==> src/tram_pkg.sv <==
package tram_pkg;

  localparam int unsigned DivW          = 64;
  localparam int unsigned DvsW          = 48;
  localparam int unsigned SpeedWindowMs = 1000;
  localparam int unsigned ScaleMs       = 1000;
  localparam int unsigned ScalePct      = 10000;

  localparam logic [47:0] Max48  = 48'hFFFF_FFFF_FFFF;
  localparam logic [15:0] MaxPct = 16'hFFFF;

  typedef enum logic [2:0] {
    OP_START  = 3'd0,
    OP_END    = 3'd1,
    OP_BYTES  = 3'd2,
    OP_UPDATE = 3'd3,
    OP_QUERY  = 3'd4
  } tram_op_e;

  typedef struct packed {
    logic load_in;
    logic exec;
    logic cur_clr;
    logic cur_inc;
    logic cur_slot;
    logic walk_clr;
    logic mem_rd;
    logic walk_acc;
    logic walk_end;
    logic upd;
    logic div_avg;
    logic div_pct;
    logic div_eta;
    logic avg_wr;
    logic pct_wr;
    logic pct_zero;
    logic eta_wr;
    logic eta_zero;
    logic g_clr;
    logic g_acc;
  } tram_cmd_t;

  typedef struct packed {
    logic [2:0] op;
    logic       found;
    logic       cur_active;
    logic       cur_end;
    logic       cur_last;
    logic       k_end;
    logic       avg_ok;
    logic       pct_ok;
    logic       eta_ok;
    logic       div_done;
  } tram_status_t;

  typedef struct packed {
    logic [47:0] global_speed;
    logic [47:0] global_bytes;
    logic [39:0] last_update_ms;
    logic [39:0] start_time_ms;
    logic [47:0] eta_ms;
    logic [47:0] average_speed;
    logic [47:0] current_speed;
    logic [15:0] percent_x100;
    logic [47:0] moved_bytes;
    logic [39:0] byte_total;
  } tram_result_t;

  function automatic logic [47:0] sat_add48(input logic [47:0] a, input logic [47:0] b);
    logic [48:0] s;
    s = {1'b0, a} + {1'b0, b};
    return s[48] ? Max48 : s[47:0];
  endfunction

endpackage

==> src/tram_ctrl.sv <==
module tram_ctrl import tram_pkg::*; (
  input  logic         clk_i,
  input  logic         rst_ni,
  input  logic         in_valid_i,
  output logic         in_ready_o,
  input  logic         out_free_i,
  output logic         out_load_o,
  input  tram_status_t st_i,
  output tram_cmd_t    cmd_o
);

  typedef enum logic [12:0] {
    S_IDLE = 13'h0001,
    S_EXEC = 13'h0002,
    S_UCHK = 13'h0004,
    S_WREQ = 13'h0008,
    S_WDAT = 13'h0010,
    S_WEND = 13'h0020,
    S_AVGW = 13'h0040,
    S_GSUM = 13'h0080,
    S_PCT  = 13'h0100,
    S_PCTW = 13'h0200,
    S_ETA  = 13'h0400,
    S_ETAW = 13'h0800,
    S_OUT  = 13'h1000
  } state_e;

  state_e state_q, state_d;
  logic   upd_q, upd_d;

  always_comb begin
    state_d    = state_q;
    upd_d      = upd_q;
    cmd_o      = '0;
    cmd_o.upd  = upd_q;
    in_ready_o = 1'b0;
    out_load_o = 1'b0;
    unique case (state_q)
      S_IDLE: begin
        in_ready_o = 1'b1;
        if (in_valid_i) begin
          cmd_o.load_in = 1'b1;
          state_d       = S_EXEC;
        end
      end
      S_EXEC: begin
        cmd_o.exec = 1'b1;
        unique case (st_i.op)
          OP_BYTES: begin
            if (st_i.found) begin
              cmd_o.walk_clr = 1'b1;
              upd_d          = 1'b0;
              state_d        = S_WREQ;
            end else begin
              cmd_o.cur_clr = 1'b1;
              cmd_o.g_clr   = 1'b1;
              state_d       = S_GSUM;
            end
          end
          OP_UPDATE: begin
            cmd_o.cur_clr = 1'b1;
            upd_d         = 1'b1;
            state_d       = S_UCHK;
          end
          default: begin
            cmd_o.cur_clr = 1'b1;
            cmd_o.g_clr   = 1'b1;
            state_d       = S_GSUM;
          end
        endcase
      end
      S_UCHK: begin
        priority if (st_i.cur_end) begin
          cmd_o.cur_clr = 1'b1;
          cmd_o.g_clr   = 1'b1;
          state_d       = S_GSUM;
        end else if (st_i.cur_active) begin
          cmd_o.walk_clr = 1'b1;
          state_d        = S_WREQ;
        end else begin
          cmd_o.cur_inc = 1'b1;
        end
      end
      S_WREQ: begin
        if (st_i.k_end) begin
          state_d = S_WEND;
        end else begin
          cmd_o.mem_rd = 1'b1;
          state_d      = S_WDAT;
        end
      end
      S_WDAT: begin
        cmd_o.walk_acc = 1'b1;
        state_d        = S_WREQ;
      end
      S_WEND: begin
        cmd_o.walk_end = 1'b1;
        priority if (upd_q && st_i.avg_ok) begin
          cmd_o.div_avg = 1'b1;
          state_d       = S_AVGW;
        end else if (upd_q) begin
          cmd_o.cur_inc = 1'b1;
          state_d       = S_UCHK;
        end else begin
          cmd_o.cur_clr = 1'b1;
          cmd_o.g_clr   = 1'b1;
          state_d       = S_GSUM;
        end
      end
      S_AVGW: begin
        if (st_i.div_done) begin
          cmd_o.avg_wr  = 1'b1;
          cmd_o.cur_inc = 1'b1;
          state_d       = S_UCHK;
        end
      end
      S_GSUM: begin
        cmd_o.g_acc = 1'b1;
        if (st_i.cur_last) begin
          cmd_o.cur_slot = 1'b1;
          state_d        = S_PCT;
        end else begin
          cmd_o.cur_inc = 1'b1;
        end
      end
      S_PCT: begin
        if (st_i.pct_ok) begin
          cmd_o.div_pct = 1'b1;
          state_d       = S_PCTW;
        end else begin
          cmd_o.pct_zero = 1'b1;
          state_d        = S_ETA;
        end
      end
      S_PCTW: begin
        if (st_i.div_done) begin
          cmd_o.pct_wr = 1'b1;
          state_d      = S_ETA;
        end
      end
      S_ETA: begin
        if (st_i.eta_ok) begin
          cmd_o.div_eta = 1'b1;
          state_d       = S_ETAW;
        end else begin
          cmd_o.eta_zero = 1'b1;
          state_d        = S_OUT;
        end
      end
      S_ETAW: begin
        if (st_i.div_done) begin
          cmd_o.eta_wr = 1'b1;
          state_d      = S_OUT;
        end
      end
      S_OUT: begin
        if (out_free_i) begin
          out_load_o = 1'b1;
          state_d    = S_IDLE;
        end
      end
      default: begin
        state_d = S_IDLE;
      end
    endcase
  end

  always_ff @(posedge clk_i or negedge rst_ni) begin
    if (!rst_ni) begin
      state_q <= S_IDLE;
      upd_q   <= 1'b0;
    end else begin
      state_q <= state_d;
      upd_q   <= upd_d;
    end
  end

`ifndef ASSERT_OFF
  a_load_free: assert property (@(posedge clk_i) disable iff (!rst_ni)
    out_load_o |-> out_free_i) else $error("result loaded over pending one");
  a_avg_in_update: assert property (@(posedge clk_i) disable iff (!rst_ni)
    (state_q == S_AVGW) |-> upd_q) else $error("average divide outside update");
  a_read_in_ring: assert property (@(posedge clk_i) disable iff (!rst_ni)
    cmd_o.mem_rd |-> !st_i.k_end) else $error("history read past fill");
`endif

endmodule

==> config.mk <==
export PLATFORM = sky130hd
export DESIGN_NAME = tram_ctrl
export DESIGN_NICKNAME = d
export VERILOG_FILES = /design/src/tram_pkg.sv /design/src/tram_ctrl.sv
export SDC_FILE = /design/constraint.sdc
export NUM_CORES = 1
export LEC_CHECK = 0
export BUFFER_PORTS_ARGS = -buffer_cell sky130_fd_sc_hd__buf_2
export CAP_MARGIN = 30
export CORE_ASPECT_RATIO = 0.75
export CORE_MARGIN = 2
export CORE_UTILIZATION = 47
export CTS_BUF_LIST = sky130_fd_sc_hd__clkbuf_4 sky130_fd_sc_hd__clkbuf_8
export DETAILED_ROUTE_END_ITERATION = 16
export GPL_ROUTABILITY_DRIVEN = 0
export PLACE_DENSITY = 0.78
export SYNTH_ARGS = -nofsm -noshare
export SYNTH_HDL_FRONTEND = slang
export SYNTH_SLANG_ARGS = --single-unit
export TNS_END_PERCENT = 30
==> constraint.sdc <==
create_clock -name clk_i -period 1.94 [get_ports clk_i]
set_input_delay 0.291 -clock clk_i [delete_from_list [all_inputs] [get_ports clk_i]]
set_output_delay 0.291 -clock clk_i [all_outputs]
set_load 0.01 [all_outputs]
==> impl_metrics.tcl <==
set metrics [dict create \
    grt_max_degree 15 \
    crit_chain "or4_4 > or3_4 > a21oi_4 > or3_2 > buf_2" \
    r2r_cells 6 \
    critical_path_class "reg2out" \
    clockBufferDepth 2 \
    die-area_mm2 0.00283 \
    critPathTopFamily "simple AND/OR/NAND/NOR gates" \
    outcome "complete, but fails checks" \
    dp_hpwl_um 2930 \
    die_w_um 60.8 \
    min-delay-start "st_i[4]" \
    placed_cells 244 \
    power.total_w 0.00185 \
    avgRoutedWirePerCell_um 16.4 \
    fillCellCount 157 \
    cp-end-kind "output port" \
    maxCapViolations 0 \
    vias 1465 \
    track_usage_pct 31.8 \
    synth_edf_count 0 \
    violations "negative setup slack" \
    crit_buf_inv 1 \
    p_comb_share_pct 66.7 \
    finalHoldViolCount 0 \
    setup_tns_ns -6.04 \
    reg2reg_from "state_q[2]" \
    start_kind "flop" \
    fin_crit_sh_pct 121 \
    drive_above_1_share_pct 49.8 \
    htreeDepth 1 \
    yosysSeqAreaShare_pct 30.9 \
    crit_slowest_cell "or4_4" \
    finalCriticalPeriod_ns 2.35 \
    dr.pass1.iters 5 \
    critPathArrivalTime_ns 2.06 \
    tightest_slew_ns 0.565 \
    place_area_mm2 0.00159 \
    syn2layout_area_growth_pct 60.2 \
    max_slew_margin_pct 61.8 \
    cts-root-buf "clkbuf_4" \
    row_count 15 \
    cp_max_fo 4 \
    grt_pass1_wl_um 6420 \
    wl_um 4140 \
    start_util_pct 49.6 \
    port_buffers 37 \
    drtAntennaViolNets 0 \
    drtIter0Drc 76 \
    setup_viol 28 \
    ys_top_cells_by_area "dfrtp_1 (29%), o21ai_0 (4.8%), nor2_1 (4.6%)" \
    intPower_w 0.00105 \
    cts.sink_count 14 \
    hold_path_depth 2 \
    leakage_nw 0.946 \
    clkPwrFrac_pct 12.2 \
    ios 38 \
    setup_slack_ns -0.415 \
    n_antenna_cell 0 \
    grt_antenna_before_repair 0 \
    nets 236 \
    synthArstFlopShare_pct 100 \
    switching_share_pct 43.1 \
    dp_slack_ns -0.162 \
    clock_latency_ns 0.29 \
    synth_top_flop_cell "dfrtp_1" \
    slew_violations 0 \
    grt_pass1_vias 1355 \
    via_per_inst 5.79 \
    yosys.area.top_type "dfrtp_1" \
    worstPathRequired_ns 1.65 \
    ys_ff_latch 14 \
    reg2reg_to "state_q[12]" \
    r2r_slack_ns -0.08 \
    coreArea_mm2 0.00229 \
    numCtsBuffers 3 \
    grt_overflow 0 \
    clkTransAtPathRegs_ns 0.10 \
    critPathMaxStageDelay_ns 0.55 \
    grt_setup_unrepaired "yes" \
    syn_inst 146 \
    holdPathEnd "state_q[4]" \
    final_cells 253 \
    syn_avg_cell_area_um2 7.78 \
    syn_area_mm2 0.00114 \
    synth_cell_types 45 \
    synth_top_area_share_pct 28.6 \
    ir_drop_mv 0.587 \
    ys.warnings.count 0 \
    p_per_area_mw_per_mm2 1020 \
    fin_skew_ns 0.00277 \
    die_y_um 46.6 \
    hp-class "in2reg" \
    p_sw_w 0.000800 \
    max_freq_mhz 425 \
    syn_nets 162 \
    route.detailed.drc 0 \
    tritoncts "built" \
    p_seq_share_pct 21.1 \
    final_design_area_no_fill_mm2 0.00182 \
]
-- timing repair --
action / CTS / global route
setup buffers: 3 / 1
hold buffers: 1 / 0
endpoints found under the hold margin: 13 / 0
pin swaps: 6 / 4
gates resized for setup: 19 / 13
setup endpoints to repair: 29 / 29
-- worst max-delay path by stage --
stage / start / end / cells after the start
floorplan: state_q[0] / cmd_o[16] / 6
global placement: state_q[3] / cmd_o[16] / 5
detailed placement: state_q[3] / cmd_o[16] / 5
CTS: state_q[2] / cmd_o[16] / 5
global route: state_q[2] / cmd_o[16] / 5
finish: state_q[2] / cmd_o[16] / 5
-- cell families (layout without fill, tap and decap cells) --
group	after synthesis	count (layout)	share of synthesized area, %
AND/OR/NAND/NOR	82	82	41.6
AO/OA/AOI/OAI	33	33	19.4
flip-flops	14	14	30.9
buffers and inverters	14	87	5.73
XOR/XNOR	3	3	2.31
-- state kept, by name, indices dropped and copies added, names as in the netlist --
name,count
upd_q,1
state_q,13
-- power by group through the flow --
stage | combinational, W | sequential (W) | clock (W)
floorplan | 0.000557 | 0.000385 | 0
global placement | 0.000900 | 0.000390 | 0
finish | 0.00124 | 0.000392 | 0.000226
global route | 0.00132 | 0.000397 | 0.000234
detailed placement | 0.000933 | 0.000392 | 0
CTS | 0.00111 | 0.000389 | 0.000224
-- per-stage QoR --
stage	utilization [%]	hold slack, ns
final	79.5	0.172
after global routing	79.5	0.159
after CTS	76.3	0.166
after detailed placement	69.6	0.217
after global placement	69.6	0.208
after floorplan	-	-0.00459
-- routing by layer --
metal  track usage [%]  wire length, um  vias to the layer above
met5                 0                0                        -
met4              9.57               92                        0
met3              7.02              411                       14
met2              52.5             1920                       88
met1              41.7             1720                      681
li1                  -                -                      682
-- cell usage after synthesis, drive strengths merged (4+ instances only) --
cell    count
clkbuf      4
inv         7
dfrtp      13
nor2       14
o21ai      12
and2        5
nor3       11
nand3       5
nor4        7
a21oi       6
nand2      11
-- layout by cell type, fill, tap and decap left out, types with 4 or more instances in the layout --
cell type,count
buf_2,37
buf_4,34
dfrtp_1,12
nor2_1,11
o21ai_0,10
nand2_1,9
inv_1,7
nor3_1,6
and2_1,5
nand3_1,5
a21oi_1,5
buf_6,4
-- layout make-up --
class	instances	area, um^2	area share, %
Inverter	7	26.3	1.44
Sequential cell	14	353	19.4
Clock buffer	4	36.3	1.99
Tap cell	34	42.5	2.34
Timing Repair Buffer	76	495	27.2
Multi-Input combinational cell	118	867	47.6
(Power assumes the default switching activity.)
